## config.mk

```make
export PLATFORM = sky130hd
export DESIGN_NAME = ftrr_queue
export DESIGN_NICKNAME = d
export VERILOG_FILES = /design/src/rtl/ftrr_pkg.sv /design/src/rtl/ftrr_queue.sv
export SDC_FILE = /design/constraint.sdc
export NUM_CORES = 1
export LEC_CHECK = 0
export BUFFER_PORTS_ARGS = -buffer_cell sky130_fd_sc_hd__buf_4
export CAP_MARGIN = 30
export CORE_ASPECT_RATIO = 0.5
export CORE_UTILIZATION = 30
export CTS_CLUSTER_DIAMETER = 40
export CTS_CLUSTER_SIZE = 8
export DETAILED_ROUTE_END_ITERATION = 10
export MAX_ROUTING_LAYER = met4
export PLACE_DENSITY_LB_ADDON = 0.3
export SLEW_MARGIN = 10
export SYNTH_ARGS = -nofsm -noshare
export SYNTH_HDL_FRONTEND = slang
export SYNTH_SLANG_ARGS = --single-unit
```

## constraint.sdc

```tcl
create_clock -name clk -period 17.2 [get_ports clk]
set_input_delay 2.58 -clock clk [delete_from_list [all_inputs] [get_ports clk]]
set_output_delay 2.58 -clock clk [all_outputs]
set_load 0.02 [all_outputs]
```

## src/rtl/ftrr_pkg.sv

```systemverilog
`timescale 1ns / 1ps

package ftrr_pkg;

	localparam int unsigned RecordBytes = 36;
	localparam int unsigned RecordWords = RecordBytes / 4;
	localparam int unsigned ByteIdxW    = $clog2(RecordBytes + 1);
	localparam int unsigned WordIdxW    = $clog2(RecordWords);
	localparam int unsigned Axes        = 6;
	localparam int unsigned ScaledW     = 48;
	localparam int unsigned ProdShift   = 16;
	localparam int unsigned DescDepth   = 4;
	localparam int unsigned DescPtrW    = $clog2(DescDepth);
	localparam int unsigned DescCntW    = $clog2(DescDepth + 1);
	localparam int unsigned ResDepth    = 8;
	localparam int unsigned ResPtrW     = $clog2(ResDepth);
	localparam int unsigned ResCntW     = $clog2(ResDepth + 1);
	localparam int unsigned CfgIdxW     = 2;

	localparam logic [31:0] ScaleReset = 32'd4295;

	localparam logic [CfgIdxW-1:0] CfgForceScale  = CfgIdxW'(0);
	localparam logic [CfgIdxW-1:0] CfgTorqueScale = CfgIdxW'(1);

	typedef enum logic [1:0] {
		OUTCOME_GOOD       = 2'd0,
		OUTCOME_WRONG_SIZE = 2'd1,
		OUTCOME_STALE      = 2'd2
	} outcome_t;

	typedef struct packed {
		logic [7:0] data_byte;
		logic       end_of_datagram;
	} item_t;

	typedef struct packed {
		outcome_t                   outcome;
		logic signed [ScaledW-1:0]  force_x;
		logic signed [ScaledW-1:0]  force_y;
		logic signed [ScaledW-1:0]  force_z;
		logic signed [ScaledW-1:0]  torque_x;
		logic signed [ScaledW-1:0]  torque_y;
		logic signed [ScaledW-1:0]  torque_z;
		logic [31:0]                device_status;
		logic [31:0]                good_count;
		logic [31:0]                lost_count;
		logic [31:0]                stale_count;
	} result_t;

	typedef struct packed {
		logic                   wrong_size;
		logic [31:0]            rec_seq;
		logic [31:0]            status;
		logic [Axes-1:0][31:0]  counts;
	} desc_t;

	typedef struct packed {
		logic               valid;
		logic [CfgIdxW-1:0] index;
		logic [31:0]        data;
	} cfg_req_t;

endpackage

```

## src/rtl/ftrr_queue.sv

```systemverilog
`timescale 1ns / 1ps

module ftrr_queue (
	input  logic             clk,
	input  logic             arst_n,
	input  logic             wr_en,
	input  ftrr_pkg::desc_t  wr_data,
	output logic             full,
	input  logic             rd_en,
	output ftrr_pkg::desc_t  rd_data,
	output logic             empty
);

	ftrr_pkg::desc_t                 mem_q [ftrr_pkg::DescDepth];
	logic [ftrr_pkg::DescPtrW-1:0]   wr_ptr_q;
	logic [ftrr_pkg::DescPtrW-1:0]   rd_ptr_q;
	logic [ftrr_pkg::DescCntW-1:0]   count_q;

	assign full    = count_q == ftrr_pkg::DescCntW'(ftrr_pkg::DescDepth);
	assign empty   = count_q == '0;
	assign rd_data = mem_q[rd_ptr_q];

	always_ff @(posedge clk) begin
		if (wr_en) begin
			mem_q[wr_ptr_q] <= wr_data;
		end
	end

	always_ff @(posedge clk or negedge arst_n) begin
		if (!arst_n) begin
			wr_ptr_q <= '0;
			rd_ptr_q <= '0;
			count_q  <= '0;
		end else begin
			if (wr_en) begin
				wr_ptr_q <= wr_ptr_q + 1'b1;
			end
			if (rd_en) begin
				rd_ptr_q <= rd_ptr_q + 1'b1;
			end
			count_q <= count_q + ftrr_pkg::DescCntW'(wr_en) - ftrr_pkg::DescCntW'(rd_en);
		end
	end

endmodule

```

==> impl_metrics.json, run 1 <==
{
  "fmax_ghz": 0.148,
  "grt_pass1_vias": 18000,
  "ir_worst_vdd_mv": 0.179,
  "drc": 0,
  "setup_tns_ps": 0,
  "period_minus_slack_ps": 6740,
  "grt_setup_unrepaired": "false",
  "io_pins": 520,
  "cts.htree.levels": 4,
  "final-hold-violation-count": 0,
  "fin_worst_skew_ps": 13.7,
  "synth_edf_count": 1028,
  "core_area_mm2": 0.124,
  "final_area_mm2": 0.0477,
  "totalWireLength_mm": 86.1,
  "synth_top_cell_by_area": "edfxtp_1",
  "syn2layout_area_growth_pct": 27.3,
  "ys_ff_latch": 1035,
  "worstPathArrival_ps": 4160,
  "start_kind": "flip-flop",
  "cts.repair.resized": 0,
  "drtAntennaViolNets": 0,
  "die_area_mm2": 0.126,
  "netlist_instances": 1377,
  "setup_viol_count_final": 0,
  "hpwl_mm": 52.6,
  "via_per_inst": 4.49,
  "die_h_um": 252,
  "layout_common_cells": "edfxtp_1 (1028), buf_4 (536), mux4_2 (257)",
  "ys_warn_count": 0,
  "wl_per_cell_um": 23.0,
  "cts_buffers": 153,
  "antenna_found_initial": 12,
  "nets": 2288,
  "num_rows": 91,
  "power_uw": 8950,
  "fp.dieW_um": 502,
  "drv_slew": 0,
  "initial_core_util": 0.303,
  "status": "finished clean",
  "cts.path.max_buffers": 3,
  "track_usage": 0.139,
  "grt-ovfl-total": 0,
  "final_layout_size_suffix_gt1_frac": 0.479,
  "syn-num-nets": 1645,
  "p_leak_uw": 0.0160,
  "clk_latency_ps": 740,
  "postCtsSetupBuffers": 0,
  "layout_commonest_cell": "edfxtp_1",
  "synthesis.area_mm2": 0.0375,
  "clock_sinks": 1035,
  "crit_fanout": 162,
  "postSynthAreaPerCell_um2": 27.2,
  "power-per-cell-area_mw_per_mm2": 188,
  "cp.required_ps": 14620,
  "ys_types": 17,
  "synth_area_leaders": "edfxtp_1 (82%), mux4_2 (15%), buf_6 (0.75%)",
  "fin_crit_sh": 0.392,
  "cts_root_buf": "clkbuf_16",
  "drtPass1Iterations": 4,
  "synth.top_cell.area_share": 0.823,
  "grt_pass1_wl_mm": 123,
  "path_clk_slew_ps": 50,
  "cap_viol_max_count": 0,
  "yosysSeqAreaShare": 0.828,
  "synthFlopType": "edfxtp_1",
  "dr_total_vias": 16800,
  "cts_tree": "yes",
  "endpoint_kind": "output port",
  "place_area_mm2": 0.0434,
  "synthArstFlopShare": 0.00676,
  "gp_congestion": 0.741,
  "worst-slew-pin-transition_ps": 1120,
  "grt_max_degree": 163,
  "crit_type": "reg2out",
  "hold_buffers": 0,
  "io_buffers": 519,
  "hold_path.class": "reg2reg",
  "max-slew-margin-rel": 0.252,
  "first_iter_violations": 1065
}
-- worst max-delay path, cell delays in order (launching register included) --
cell	delay [ps]
dfrtp_4	930
buf_12	830
buf_4	790
mux4_2	420
buf_4	180
-- metal layers --
| metal | track usage | wire [um] | vias to the layer above |
|---|---|---|---|
| met4 | 0.0654 | 3090 | 0 |
| met2 | 0.244 | 48400 | 335 |
| met5 | - | 0 | - |
| li1 | - | - | 7294 |
| met3 | 0.0360 | 3520 | 168 |
| met1 | 0.146 | 31100 | 9013 |
-- state kept, by name (all words and copies together), names as in the netlist --
name / count
mem_q: 1028
wr_ptr_q: 2
count_q: 3
rd_ptr_q: 2
-- final timing paths --
path | start | endpoint | slack, ps | cells past startpoint
worst max register to register | wr_ptr_q[1] | mem_q[1][81] | 13890 | 5
worst min register to register | wr_ptr_q[0] | wr_ptr_q[0] | 550 | 1
worst min-delay path | wr_ptr_q[0] | wr_ptr_q[0] | 550 | 1
worst max-delay path | rd_ptr_q[1] | rd_data[210] | 10460 | 4
min in group asynchronous | arst_n | count_q[2] | 1640 | 1
max in group asynchronous | arst_n | rd_ptr_q[0] | 15420 | 1
-- power breakdown --
part           total (uW)  switching, uW  internal (uW)  leakage (uW)
Clock                2690           1040           1650       0.00208
Sequential           3430            124           3310       0.00952
Combinational        2830           1620           1210       0.00444
-- kinds of logic (layout without fill, tap and decap cells) --
kind of cell,after synthesis,in the layout,share of synthesized area
compound gates,1,1,0.000133
fa+ha+maj,7,7,0.00254
mux,257,257,0.154
xor+xnor,5,5,0.00117
other cells,0,12,0
flops,1035,1035,0.828
simple gates,8,8,0.00117
buf+inv,64,744,0.0126
-- metrics by stage --
stage               cells  hold WS [ps]   util  setup slack, ps
global route         3743           566  0.386            10280
detailed placement   3537           540  0.351            11160
global placement     3533           527  0.350            11170
floorplan            1377           491      -             8160
CTS                  3729           546  0.385            10320
finish               3743           547  0.386            10460
-- synth_stat cells (all sizes together) (2+ instances only) --
master and instances:
and2 4, buf 54, clkbuf 4, dfrtp 7, edfxtp 1028, ha 6
inv 6, mux4 257, nand2 2, xnor2 3, xor2 2
-- layout make-up --
cell class,count,area (um2)
repair buffers,546,4250
fillers,11100,75900
well taps,1674,2090
multi-input cells,278,5990
clock buffers,169,3970
diodes,12,30.0
inverters,6,22.5
flip-flops and latches,1035,31100
clock inverters,23,313
Power figures use the tool's default switching activity.
==> inputs of run 2 (changes only) <==
==> constraint.sdc (replaced) <==
create_clock -name clk -period 6.3 [get_ports clk]
set_input_delay 0.945 -clock clk [delete_from_list [all_inputs] [get_ports clk]]
set_output_delay 0.945 -clock clk [all_outputs]
set_load 0.02 [all_outputs]
==> run 2 against run 1 <==
Non-clock buffer count down 4. Sequential cell count unchanged. Wire length down 0.42%. Combinational power rose to 2.7 times the previous value. Worst hold slack worse by 140 ps. Global-route usage down 0.14 points. Clock skew up 4.4 ps. Critical endpoint is now rd_data[83]. Via count down 0.32%. Final area about the same.
==> impl_metrics.json, run 2 (synthesized netlist as in run 1, its figures left out) <==
{
  "initial_core_util": 0.303,
  "io_pins": 520,
  "drtPass1Iterations": 4,
  "period_minus_slack_ps": 4010,
  "crit_fanout": 121,
  "dr_total_vias": 16800,
  "final_layout_size_suffix_gt1_frac": 0.478,
  "place_area_mm2": 0.0434,
  "grt_setup_unrepaired": "false",
  "p_int_uw": 16800,
  "layout_common_cells": "edfxtp_1 (1028), buf_4 (529), mux4_2 (257)",
  "register_area_mm2": 0.0311,
  "die_area_mm2": 0.126,
  "totalWireLength_mm": 85.7,
  "grt-ovfl-total": 0,
  "clk_latency_ps": 730,
  "die_h_um": 252,
  "sw_frac_of_total": 0.311,
  "nets": 2286,
  "setup_tns_ps": 0,
  "cts.path.max_buffers": 3,
  "gp_congestion": 0.738,
  "postCtsSetupBuffers": 0,
  "setup_viol_count_final": 0,
  "grt_max_degree": 133,
  "power.share.sequential": 0.382,
  "core_area_mm2": 0.124,
  "crit_type": "reg2out",
  "cts_tree": "yes",
  "num_rows": 91,
  "final-hold-violation-count": 0,
  "cts_root_buf": "clkbuf_16",
  "largest_reg_flops": 1028,
  "worst-slew-pin-transition_ps": 1070,
  "fp.dieW_um": 502,
  "power_switching_uw": 7600,
  "max-slew-margin-rel": 0.289,
  "fmax_ghz": 0.249,
  "start_kind": "flip-flop",
  "hold_buffers": 1,
  "cts_buffers": 155,
  "cts.repair.resized": 0,
  "clkPwrFrac": 0.301,
  "hold_slack_ps": 404,
  "grt_pass1_wl_mm": 121,
  "crit_path_top_delay_cell": "dfrtp_4",
  "top_regs": "mem_q (1028), count_q (3)",
  "power-per-cell-area_mw_per_mm2": 512,
  "crit_path_max_incr_delay_ps": 880,
  "via_per_inst": 4.48,
  "path_clk_slew_ps": 50,
  "worstPathArrival_ps": 3060,
  "p_comb_frac": 0.316,
  "final_area_mm2": 0.0477,
  "multiInputGateArea_mm2": 0.00599,
  "layout_commonest_cell": "edfxtp_1",
  "antenna_found_initial": 6,
  "fin_crit_sh": 0.636,
  "clock_sinks": 1035,
  "endpoint_kind": "output port",
  "syn2layout_area_growth_pct": 27.3,
  "drtAntennaViolNets": 0,
  "nFillCells": 11100,
  "ir_worst_vdd_mv": 0.491,
  "drc": 0,
  "p_leak_uw": 0.0160,
  "cts.htree.levels": 4,
  "grt_pass1_vias": 17700,
  "track_usage": 0.138,
  "top_register": "mem_q",
  "drv_slew": 0,
  "fin_worst_skew_ps": 18.2,
  "first_iter_violations": 1112,
  "crit_chain": "buf_12 -> mux4_2 -> buf_4",
  "io_buffers": 519,
  "hpwl_mm": 52.0,
  "hold_path.class": "in2reg",
  "status": "finished clean",
  "wl_per_cell_um": 22.9,
  "cap_viol_max_count": 0,
  "cp.required_ps": 5350
}
[run 2: final cells by class]
type                            count  area share
Clock buffer                      175      0.0842
Multi-Input combinational cell    278       0.125
Antenna cell                        6    0.000315
Inverter                            6    0.000472
Sequential cell                  1035       0.651
Timing Repair Buffer              542      0.0886
Clock inverter                     25     0.00640
Tap cell                         1674      0.0439
[run 2: per-stage QoR]
stage	utilization	cells	power (uW)	setup WS (ps)
finish	0.386	3741	24400	2290
global route	0.386	3741	25400	2120
CTS	0.386	3735	24900	2170
detailed placement	0.351	3534	17500	3010
global placement	0.351	3533	17400	3020
floorplan	-	1377	14300	1750
[run 2: worst max-delay path, delay by kind of cell (launching register included)]
| kind | cells | cell delay, ps |
|---|---|---|
| flops | 1 | 880 |
| buf+inv | 2 | 780 |
| mux | 1 | 430 |
[run 2: power by group through the flow]
stage                     logic (uW)  registers [uW]  clock network [uW]
after floorplan                 4840            9460                   0
after global placement          7970            9420                   0
after detailed placement        7990            9480                   0
after CTS                       8000            9360                7580
after global routing            8120            9440                7850
final                           7720            9330                7360
[run 2: worst paths after layout]
kind                               from             to  slack [ps]  depth (start not counted)
min in group asynchronous        arst_n    rd_ptr_q[1]         610                          2
max in group asynchronous        arst_n    rd_ptr_q[0]        5560                          2
hold reg to reg             wr_ptr_q[0]    wr_ptr_q[0]         530                          1
setup reg to reg            wr_ptr_q[0]   mem_q[0][82]        3780                          4
setup / recovery            rd_ptr_q[1]    rd_data[83]        2290                          3
hold / removal             wr_data[176]  mem_q[0][176]         400                          1
[run 2: per-layer routing]
| metal | vias up | share of wire | global-route usage |
|---|---|---|---|
| met5 | - | 0 | - |
| met4 | 0 | 0.027 | 0.0549 |
| met3 | 134 | 0.037 | 0.0292 |
| met2 | 330 | 0.57 | 0.251 |
| met1 | 9004 | 0.36 | 0.145 |
| li1 | 7289 | - | - |
