File: src/rtl/ftrr_pkg.sv
`timescale 1ns / 1ps

package ftrr_pkg;

	localparam int unsigned RecordBytes = 36;
	localparam int unsigned RecordWords = RecordBytes / 4;
	localparam int unsigned ByteIdxW    = $clog2(RecordBytes + 1);
	localparam int unsigned WordIdxW    = $clog2(RecordWords);
	localparam int unsigned Axes        = 6;
	localparam int unsigned ScaledW     = 48;
	localparam int unsigned ProdShift   = 16;
	localparam int unsigned DescDepth   = 4;
	localparam int unsigned DescPtrW    = $clog2(DescDepth);
	localparam int unsigned DescCntW    = $clog2(DescDepth + 1);
	localparam int unsigned ResDepth    = 8;
	localparam int unsigned ResPtrW     = $clog2(ResDepth);
	localparam int unsigned ResCntW     = $clog2(ResDepth + 1);
	localparam int unsigned CfgIdxW     = 2;

	localparam logic [31:0] ScaleReset = 32'd4295;

	localparam logic [CfgIdxW-1:0] CfgForceScale  = CfgIdxW'(0);
	localparam logic [CfgIdxW-1:0] CfgTorqueScale = CfgIdxW'(1);

	typedef enum logic [1:0] {
		OUTCOME_GOOD       = 2'd0,
		OUTCOME_WRONG_SIZE = 2'd1,
		OUTCOME_STALE      = 2'd2
	} outcome_t;

	typedef struct packed {
		logic [7:0] data_byte;
		logic       end_of_datagram;
	} item_t;

	typedef struct packed {
		outcome_t                   outcome;
		logic signed [ScaledW-1:0]  force_x;
		logic signed [ScaledW-1:0]  force_y;
		logic signed [ScaledW-1:0]  force_z;
		logic signed [ScaledW-1:0]  torque_x;
		logic signed [ScaledW-1:0]  torque_y;
		logic signed [ScaledW-1:0]  torque_z;
		logic [31:0]                device_status;
		logic [31:0]                good_count;
		logic [31:0]                lost_count;
		logic [31:0]                stale_count;
	} result_t;

	typedef struct packed {
		logic                   wrong_size;
		logic [31:0]            rec_seq;
		logic [31:0]            status;
		logic [Axes-1:0][31:0]  counts;
	} desc_t;

	typedef struct packed {
		logic               valid;
		logic [CfgIdxW-1:0] index;
		logic [31:0]        data;
	} cfg_req_t;

endpackage

File: src/rtl/ftrr_front.sv
`timescale 1ns / 1ps

module ftrr_front (
	input  logic              clk,
	input  logic              arst_n,
	input  logic              take,
	input  ftrr_pkg::item_t   item,
	output logic              desc_valid,
	output ftrr_pkg::desc_t   desc
);

	logic [ftrr_pkg::ByteIdxW-1:0]                  byte_idx_q;
	logic [ftrr_pkg::RecordWords-1:0][31:0]         words_q;
	logic [ftrr_pkg::RecordWords-1:0][31:0]         merged;
	logic [ftrr_pkg::WordIdxW-1:0]                  word_sel;
	logic [1:0]                                     lane;
	logic                                           in_record;

	always_comb begin
		merged    = words_q;
		word_sel  = byte_idx_q[ftrr_pkg::WordIdxW+1:2];
		lane      = byte_idx_q[1:0];
		in_record = byte_idx_q < ftrr_pkg::ByteIdxW'(ftrr_pkg::RecordBytes);
		if (in_record) begin
			merged[word_sel][{~lane, 3'b000} +: 8] = item.data_byte;
		end
	end

	always_comb begin
		desc.wrong_size = byte_idx_q != ftrr_pkg::ByteIdxW'(ftrr_pkg::RecordBytes - 1);
		desc.rec_seq    = merged[0];
		desc.status     = merged[2];
		for (int k = 0; k < ftrr_pkg::Axes; k++) begin
			desc.counts[k] = merged[3 + k];
		end
	end

	assign desc_valid = take & item.end_of_datagram;

	always_ff @(posedge clk) begin
		if (take) begin
			words_q <= merged;
		end
	end

	// saturate past the record so a long datagram ends as wrong size
	always_ff @(posedge clk or negedge arst_n) begin
		if (!arst_n) begin
			byte_idx_q <= '0;
		end else if (take) begin
			if (item.end_of_datagram) begin
				byte_idx_q <= '0;
			end else if (in_record) begin
				byte_idx_q <= byte_idx_q + 1'b1;
			end
		end
	end

endmodule

File: config.mk
export PLATFORM = sky130hd
export DESIGN_NAME = ftrr_front
export DESIGN_NICKNAME = d
export VERILOG_FILES = /design/src/rtl/ftrr_pkg.sv /design/src/rtl/ftrr_front.sv
export SDC_FILE = /design/constraint.sdc
export NUM_CORES = 1
export LEC_CHECK = 0
export BUFFER_PORTS_ARGS = -buffer_cell sky130_fd_sc_hd__buf_4
export CAP_MARGIN = 20
export CORE_MARGIN = 4
export CORE_UTILIZATION = 40
export DETAILED_ROUTE_END_ITERATION = 8
export GPL_ROUTABILITY_DRIVEN = 0
export GPL_TIMING_DRIVEN = 1
export SYNTH_ARGS = -nofsm -noshare
export SYNTH_HDL_FRONTEND = slang
export SYNTH_SLANG_ARGS = --single-unit
File: constraint.sdc
create_clock -name clk -period 2.4 [get_ports clk]
set_clock_uncertainty 0.2 [all_clocks]
set_input_delay 0.12 -clock clk [delete_from_list [all_inputs] [get_ports clk]]
set_output_delay 0.12 -clock clk [all_outputs]
set_load 0.005 [all_outputs]
==> flow_metrics.env, run 1 <==
export IMPL_netlist_area_leader_share_pct=65.4
export IMPL_vdd_drop_max_mv=0.565
export IMPL_async_reset_ff_share_pct=2.29
export IMPL_final_area_um2=18500
export IMPL_syn_avg_cell_area_um2=17.3
export IMPL_hold_viol=0
export IMPL_status="complete, but fails checks"
export IMPL_pwr_density_cell_nw_per_um2=650
export IMPL_n_antenna_cell=0
export IMPL_grt_max_degree=74
export IMPL_clk_insertion_delay_late_ns=0.54
export IMPL_r2r_slack_ns=0.15
export IMPL_critical_path_max_stage_delay_ns=0.45
export IMPL_min_period_over_period_pct=110
export IMPL_slew_headroom_pct=68.8
export IMPL_postPlaceCellArea_um2=14600
export IMPL_synth_flop_cell="edfxtp_1"
export IMPL_power_frac_comb_pct=19.5
export IMPL_r2r_start="byte_idx_q[5]"
export IMPL_clk_pin_slew_worst_paths_ns=0.06
export IMPL_min_to="words_q[94]"
export IMPL_portBuffers=269
export IMPL_crit_path_start_kind="flop"
export IMPL_row_count=62
export IMPL_layout_common_cells="buf_6, edfxtp_1, mux2_4, buf_4, clkbuf_16"
export IMPL_fin_tns_setup_ns=-45.04
export IMPL_cts_inserted_buffers=29
export IMPL_fill_cells=2092
export IMPL_sw_frac_of_total_pct=23.9
export IMPL_area_growth_pct=57.8
export IMPL_ys_seq_area_share_pct=66.7
export IMPL_crit_arrival_ns=2.32
export IMPL_cp_startpoint="byte_idx_q[0]"
export IMPL_die_w_um=179
export IMPL_min_from="item[7]"
export IMPL_numClockSinks=262
export IMPL_reg2reg_depth=8
export IMPL_crit_path_end_kind="output port"
export IMPL_ys_warn_count=0
export IMPL_drc=0
export IMPL_root_buffer="clkbuf_16"
export IMPL_cts_tree="yes"
export IMPL_path_buf_inv=4
export IMPL_worstHoldPathCells=3
export IMPL_synth_cells=681
export IMPL_slew_violations=0
export IMPL_ioPinCount=270
export IMPL_routedWlPerCell_um=23.2
export IMPL_synth_edf_count=256
export IMPL_critPathMostFrequentCell="buf_6"
export IMPL_intPower_mw=9.17
export IMPL_required_ns=2.08
export IMPL_hold_path_class="in -> reg"
export IMPL_p_sw_mw=2.88
export IMPL_max_cap_violations=0
export IMPL_setup_violations_final=256
export IMPL_grt_overflow_total=0
export IMPL_mostFrequentLayoutCell="buf_6"
export IMPL_die_area_um2=32200
export IMPL_worst_pin_slew_ns=0.468
export IMPL_grt_pass1_wl_um=50900
export IMPL_track_usage_pct=19.9
export IMPL_cts_path_max_buffers=3
export IMPL_core_um2=28900
export IMPL_syn_nets=698
export IMPL_routed_wl_um=34400
export IMPL_vias=7686
export IMPL_die_h_um=179
export IMPL_crit_chain="ha_4 -> buf_6 -> nor4b_4 -> buf_4 -> and2_4 -> buf_6 -> mux2_4 -> buf_6"
export IMPL_ant_nets=0
export IMPL_timing_rr_end="words_q[90]"
export IMPL_synth_seq_cells=262
export IMPL_grt_pass1_vias=8051
export IMPL_syn_cell_area_um2=11800
export IMPL_violations="negative setup slack"
export IMPL_seqPwrFrac_pct=45.4
export IMPL_clockPowerShare_pct=35.2
export IMPL_synthTopCellsByArea="edfxtp_1, mux2_2, and2_1"
export IMPL_dp_hpwl_um=21800
export IMPL_fin_nets=1094
export IMPL_start_util_pct=40.7
export IMPL_ys_types=45
export IMPL_cpLargestDelayFamily="buffers and inverters"
export IMPL_rsz0062_at_grt="yes"
export IMPL_layout_min_cycle_time_ns=2.64
export IMPL_critPathMaxFanout=7
export IMPL_fin_ws_ns=-0.239
export IMPL_slowest_stage="dfrtp_2"
export IMPL_htreeDepth=1
export IMPL_drive_above_1_share_pct=71.3
export IMPL_grt_antenna_before_repair=0
export IMPL_dr_first_iter_drc_count=519
export IMPL_cp_num_cells=8
export IMPL_dr_pass1_iters=5
export IMPL_timing_fmax_mhz=379
export IMPL_via_per_inst=5.18
export IMPL_path_class="reg -> out"
export IMPL_synth_top_area_cell="edfxtp_1"
export IMPL_p_leak_nw=7.98
worst max-delay path by stage:
stage / slack [ns] / end
2_1_floorplan: 0.05 / words_q[101]
3_3_place_gp: 0.02 / desc[216]
3_5_place_dp: -0.03 / desc[70]
4_1_cts: -0.29 / desc[88]
5_1_grt: -0.34 / desc[203]
6_report: -0.24 / desc[43]
power groups by stage:
stage               sequential, mW  clock [mW]  combinational, mW
floorplan                     5.51           0              0.657
global placement              5.53           0               1.59
detailed placement            5.54           0               1.60
CTS                           5.46        4.33               2.18
global route                  5.49        4.56               2.48
finish                        5.47        4.24               2.35
area by class of cell:
type / instances / area [um2] / area share [%]
flip-flops and latches: 262 / 7840 / 42.3
multi-input cells: 365 / 5010 / 27.0
repair buffers: 415 / 4310 / 23.2
clock buffers: 35 / 748 / 4.03
well taps: 384 / 480 / 2.59
clock inverters: 18 / 139 / 0.749
inverters: 4 / 15.0 / 0.0809
per-layer routing:
| metal | global-route usage [%] | vias up | share of wire [%] |
|---|---|---|---|
| li1 | - | 3428 | - |
| met1 | 28.3 | 3940 | 46 |
| met2 | 31.8 | 280 | 47 |
| met3 | 4.55 | 38 | 6.4 |
| met4 | 3.75 | 0 | 1.4 |
| met5 | 0 | - | 0 |
kinds of logic after synthesis:
kind of cell / share of synthesized area, %
flip-flops: 66.7
multiplexers: 24.0
AND/OR/NAND/NOR: 5.65
buffers and inverters: 2.00
AO/OA/AOI/OAI: 1.11
adder cells (fa/ha/maj): 0.532
metrics by stage:
| stage | worst slack, ns | hold WS (ns) | utilization (%) | total power, mW | cells |
|---|---|---|---|---|---|
| after global routing | -0.345 | 0.0225 | 64.3 | 12.5 | 1483 |
| after CTS | -0.291 | 0.0152 | 61.7 | 12.0 | 1463 |
| after floorplan | 0.0499 | -0.376 | - | 6.17 | 681 |
| after detailed placement | -0.0321 | -0.265 | 50.5 | 7.14 | 1344 |
| after global placement | 0.0201 | -0.264 | 50.5 | 7.11 | 1344 |
| final | -0.239 | 0.0173 | 64.3 | 12.1 | 1483 |
flip-flops by register name (all words and copies together) (netlist names):
signal and flops:
words_q 256, byte_idx_q 6
synth_stat cells, types with 2 or more instances:
library cell	number
a21oi_1	3
a32o_1	7
and2_0	4
and2_1	26
and3_1	7
buf_2	20
buf_4	2
clkbuf_1	28
dfrtp_1	6
edfxtp_1	256
ha_1	5
inv_1	4
mux2_2	250
nand2_1	8
nand3_1	13
nand3_2	3
nand3b_1	2
nor2_1	2
nor2b_1	4
nor3_1	2
nor3b_4	2
o21ai_0	3
o31ai_1	2
worst register-to-register path, stage by stage, from the launching register on:
cell and delay (ns):
dfrtp_2 0.46, buf_4 0.17, nor2_4 0.12, buf_6 0.16, nand3_4 0.12, buf_4 0.20, mux2_4 0.32, buf_4 0.14
buf_4 0.12
repair_timing:
item,4_1_cts,5_1_grt
endpoints found under the hold margin,93,0
pin swaps,39,23
gates resized for setup,503,171
endpoints found under the setup margin,257,256
setup buffers,57,31
hold buffers,11,0
(Power assumes the default switching activity.)
==> run 2: changes to the inputs <==
--- a/config.mk
+++ b/config.mk
@@ -12,6 +12,7 @@
 export DETAILED_ROUTE_END_ITERATION = 8
 export GPL_ROUTABILITY_DRIVEN = 0
 export GPL_TIMING_DRIVEN = 1
+export RECOVER_POWER = 50
 export SYNTH_ARGS = -nofsm -noshare
 export SYNTH_HDL_FRONTEND = slang
 export SYNTH_SLANG_ARGS = --single-unit
==> flow_metrics.env, run 2 (synthesis gave the netlist of run 1 again) <==
export IMPL_routed_wl_um=34400
export IMPL_grt_overflow_total=0
export IMPL_stdcell_count=1483
export IMPL_track_usage_pct=19.9
export IMPL_worstHoldPathCells=3
export IMPL_layout_min_cycle_time_ns=2.64
export IMPL_clk_insertion_delay_late_ns=0.54
export IMPL_fin_nets=1094
export IMPL_worst_pin_slew_ns=0.696
export IMPL_fin_tns_setup_ns=-44.93
export IMPL_root_buffer="clkbuf_16"
export IMPL_area_growth_pct=57.7
export IMPL_vias=7697
export IMPL_drive_above_1_share_pct=71.3
export IMPL_die_h_um=179
export IMPL_mostFrequentLayoutCell="buf_6"
export IMPL_placedCellCount=1344
export IMPL_critPathMaxFanout=7
export IMPL_fin_util_pct=64.2
export IMPL_r2r_start="byte_idx_q[5]"
export IMPL_grt_max_degree=74
export IMPL_grt_antenna_before_repair=0
export IMPL_min_period_over_period_pct=110
export IMPL_htreeDepth=1
export IMPL_cts_tree="yes"
export IMPL_routedWlPerCell_um=23.2
export IMPL_rsz0062_at_grt="yes"
export IMPL_ioPinCount=270
export IMPL_via_per_inst=5.19
export IMPL_min_from="item[7]"
export IMPL_crit_path_end_kind="output port"
export IMPL_die_w_um=179
export IMPL_dr_first_iter_drc_count=524
export IMPL_r2r_slack_ns=0.15
export IMPL_portBuffers=269
export IMPL_fill_cells=2094
export IMPL_core_um2=28900
export IMPL_dp_hpwl_um=21800
export IMPL_largest_reg_flops=256
export IMPL_reg2reg_depth=8
export IMPL_fin_ws_ns=-0.242
export IMPL_largest_register="words_q"
export IMPL_timing_rr_end="words_q[90]"
export IMPL_slew_headroom_pct=53.6
export IMPL_drc=0
export IMPL_clk_pin_slew_worst_paths_ns=0.06
export IMPL_start_util_pct=40.7
export IMPL_pwr_density_cell_nw_per_um2=650
export IMPL_multi_input_area_um2=5010
export IMPL_violations="negative setup slack"
export IMPL_layout_common_cells="buf_6, edfxtp_1, mux2_4, buf_4, clkbuf_16"
export IMPL_timing_fmax_mhz=378
export IMPL_top_regs="words_q: 256 flops, byte_idx_q: 6 flops"
export IMPL_p_leak_nw=7.98
export IMPL_hold_path_class="in -> reg"
export IMPL_setup_violations_final=256
export IMPL_required_ns=2.08
export IMPL_numClockSinks=262
export IMPL_vdd_drop_max_mv=0.562
export IMPL_crit_arrival_ns=2.32
export IMPL_n_antenna_cell=0
export IMPL_crit_path_start_kind="flop"
export IMPL_dr_pass1_iters=5
export IMPL_ant_nets=0
export IMPL_die_area_um2=32200
export IMPL_grt_pass1_wl_um=50900
export IMPL_min_to="words_q[94]"
export IMPL_row_count=62
export IMPL_grt_pass1_vias=8051
export IMPL_cts_path_max_buffers=3
export IMPL_cts_inserted_buffers=29
export IMPL_status="complete, but fails checks"
export IMPL_pre_cts_ws_ns=-0.0321
export IMPL_path_class="reg -> out"
export IMPL_seq_area_um2=7840
export IMPL_slew_violations=0
export IMPL_hold_viol=0
export IMPL_max_cap_violations=0
-- run 2: critical path, cell delays in order (launching register included) --
cell and delay (ns):
dfrtp_2 0.45, ha_4 0.19, buf_6 0.14, nor4b_4 0.26, buf_4 0.19, and2_4 0.17
buf_6 0.12, mux2_4 0.17, buf_6 0.09
-- run 2: cell type report --
class	count	share of cell area [%]
flip-flops and latches	262	42.3
clock inverters	18	0.749
multi-input cells	365	27.1
repair buffers	415	23.2
inverters	4	0.0810
clock buffers	35	4.04
well taps	384	2.59
-- run 2: what timing repair did --
action / 4_1_cts / 5_1_grt
setup endpoints to repair: 257 / 256
resized for setup: 503 / 171
hold buffers: 11 / 0
setup buffers: 57 / 31
hold endpoints to repair: 93 / 0
pin swaps: 39 / 23
-- run 2: routing by layer --
layer / part of all wire, % / vias up / track usage, % / wire length (um)
met5: 0 / - / 0 / 0
met4: 1.4 / 0 / 3.75 / 472
met3: 6.4 / 36 / 4.55 / 2190
met2: 47 / 280 / 31.8 / 16100
met1: 45 / 3949 / 28.3 / 15600
li1: - / 3432 / - / -
-- run 2: where the power goes --
| group | switching, mW | total, mW | leakage [nW] | internal (mW) |
|---|---|---|---|---|
| clock | 1.81 | 4.24 | 0.440 | 2.42 |
| combinational | 0.976 | 2.34 | 4.95 | 1.37 |
| sequential | 0.0912 | 5.47 | 2.59 | 5.38 |
| total | 2.88 | 12.0 | 7.98 | 9.17 |
-- run 2: worst max path at each step --
stage,to,depth (start not counted),startpoint
3_3_place_gp,desc[216],7,byte_idx_q[0]
2_1_floorplan,words_q[101],7,byte_idx_q[0]
6_report,desc[43],8,byte_idx_q[0]
5_1_grt,desc[203],8,byte_idx_q[0]
4_1_cts,desc[88],7,byte_idx_q[1]
3_5_place_dp,desc[70],6,byte_idx_q[0]
-- run 2: stage by stage --
stage / hold slack [ns] / power (mW) / area (um2)
final: 0.0285 / 12.0 / 18500
after global routing: 0.0225 / 12.5 / 18500
after CTS: 0.0152 / 12.0 / 17800
after detailed placement: -0.265 / 7.14 / 14600
after global placement: -0.264 / 7.11 / 14600
after floorplan: -0.376 / 6.17 / 11800
==> run 3: changes to the inputs <==
==> constraint.sdc (replaced) <==
create_clock -name clk -period 2.13 [get_ports clk]
set_clock_uncertainty 0.2 [all_clocks]
set_input_delay 0 -clock clk [delete_from_list [all_inputs] [get_ports clk]]
set_output_delay 0 -clock clk [all_outputs]
set_load 0.005 [all_outputs]
==> flow_metrics.env, run 3 (synthesis gave the netlist of run 1 again) <==
export IMPL_ioPinCount=270
export IMPL_row_count=62
export IMPL_path_class="reg -> out"
export IMPL_core_um2=28900
export IMPL_slew_headroom_pct=22.4
export IMPL_top_regs="words_q: 256 flops, byte_idx_q: 6 flops"
export IMPL_placedCellCount=1372
export IMPL_final_area_um2=18300
export IMPL_timing_fmax_mhz=387
export IMPL_vdd_drop_max_mv=0.588
export IMPL_root_buffer="clkbuf_16"
export IMPL_grt_max_degree=82
export IMPL_grt_pass1_vias=7892
export IMPL_crit_path_start_kind="flop"
export IMPL_rsz0062_at_grt="yes"
export IMPL_start_util_pct=40.7
export IMPL_violations="negative setup slack"
export IMPL_largest_register="words_q"
export IMPL_crit_arrival_ns=2.38
export IMPL_die_w_um=179
export IMPL_vias=7621
export IMPL_largest_reg_flops=256
export IMPL_cts_inserted_buffers=30
export IMPL_fin_nets=1089
export IMPL_slew_violations=0
export IMPL_grt_pass1_wl_um=49700
export IMPL_hold_path_class="in -> reg"
export IMPL_setup_violations_final=289
export IMPL_stdcell_count=1476
export IMPL_critPathMaxFanout=8
export IMPL_mostFrequentLayoutCell="edfxtp_1"
export IMPL_worst_pin_slew_ns=1.16
export IMPL_routedWlPerCell_um=22.8
export IMPL_fin_tns_setup_ns=-92.77
export IMPL_portBuffers=269
export IMPL_required_ns=1.93
export IMPL_clk_pin_slew_worst_paths_ns=0.06
export IMPL_area_growth_pct=55.9
export IMPL_routed_wl_um=33700
export IMPL_min_period_over_period_pct=121
export IMPL_drive_above_1_share_pct=70.4
export IMPL_layout_min_cycle_time_ns=2.58
export IMPL_n_antenna_cell=0
export IMPL_die_area_um2=32200
export IMPL_grt_overflow_total=0
export IMPL_fin_util_pct=63.5
export IMPL_hold_viol=0
export IMPL_cts_tree="yes"
export IMPL_fin_ws_ns=-0.454
export IMPL_die_h_um=179
export IMPL_max_cap_violations=0
export IMPL_dp_hpwl_um=21700
export IMPL_ant_nets=0
export IMPL_drc=0
export IMPL_numClockSinks=262
export IMPL_track_usage_pct=19.2
export IMPL_pwr_density_cell_nw_per_um2=734
export IMPL_cts_path_max_buffers=3
export IMPL_crit_path_end_kind="output port"
export IMPL_layout_common_cells="edfxtp_1, buf_6, mux2_4, buf_4, mux2_2"
export IMPL_dr_first_iter_drc_count=383
export IMPL_status="complete, but fails checks"
export IMPL_p_leak_nw=7.80
export IMPL_postPlaceCellArea_um2=15200
export IMPL_htreeDepth=1
export IMPL_dr_pass1_iters=5
export IMPL_fill_cells=2115
export IMPL_via_per_inst=5.16
export IMPL_grt_antenna_before_repair=1
export IMPL_clk_insertion_delay_late_ns=0.56
## run 3: cell types whose count changed in the layout (fill, tap and decap cells not counted), sizes merged
| cell | previous run | this run |
|---|---|---|
| inv | 5 | 4 |
| clkbuf | 37 | 50 |
| clkinv | 15 | 6 |
| buf | 402 | 392 |
| clkinvlp | 0 | 1 |
| bufinv | 2 | 1 |
## run 3: metrics by stage
step | power [mW] | setup WS [ns] | hold WS (ns)
6_report | 13.5 | -0.454 | 0.0785
5_1_grt | 14.0 | -0.529 | 0.0890
4_1_cts | 13.4 | -0.480 | 0.0116
3_5_place_dp | 8.11 | -0.203 | -0.382
3_3_place_gp | 8.08 | -0.143 | -0.383
2_1_floorplan | 6.98 | -0.00153 | -0.496
## run 3: worst paths after layout
path	from	endpoint	cells past startpoint	slack, ns
max	byte_idx_q[1]	desc[14]	8	-0.45
max in group asynchronous	arst_n	byte_idx_q[0]	3	1.16
max reg2reg	byte_idx_q[0]	words_q[225]	7	-0.16
min reg2reg	words_q[175]	words_q[175]	1	0.37
min	item[8]	words_q[175]	5	0.08
min in group asynchronous	arst_n	byte_idx_q[1]	3	0.30
## run 3: cell type report
cell class / instances / area (um2) / share of cell area, %
multi-input cells: 365 / 4830 / 26.3
well taps: 384 / 480 / 2.62
clock buffers: 44 / 843 / 4.60
repair buffers: 409 / 4250 / 23.2
inverters: 4 / 17.5 / 0.0956
clock inverters: 8 / 72.6 / 0.396
flip-flops and latches: 262 / 7840 / 42.8
## run 3: metal layers
layer  up-vias  GRT usage, %  wire [um]
met2       245          30.5      15500
met4         2          4.66        882
met1      3900          26.1      14800
met3        62          5.94       2480
met5         -             0         13
li1       3412             -          -
## run 3: power by group
part | total, mW | switching (mW) | internal (mW)
Clock | 4.85 | 2.02 | 2.83
Combinational | 2.45 | 1.04 | 1.41
Sequential | 6.17 | 0.102 | 6.06
Total | 13.5 | 3.16 | 10.3
## run 3: worst max-delay path, stage by stage (launching register included)
cell     delay, ns
dfrtp_2       0.46
inv_2         0.10
ha_4          0.23
nor4b_4       0.14
buf_4         0.15
and2_1        0.17
buf_6         0.14
mux2_4        0.28
buf_4         0.14
## run 3: timing repair
item	CTS	global route
setup buffers	35	28
resized for setup	352	193
hold endpoints to repair	492	0
hold buffers	12	0
setup endpoints to repair	503	366
pin swaps	30	28
gates cloned	0	1
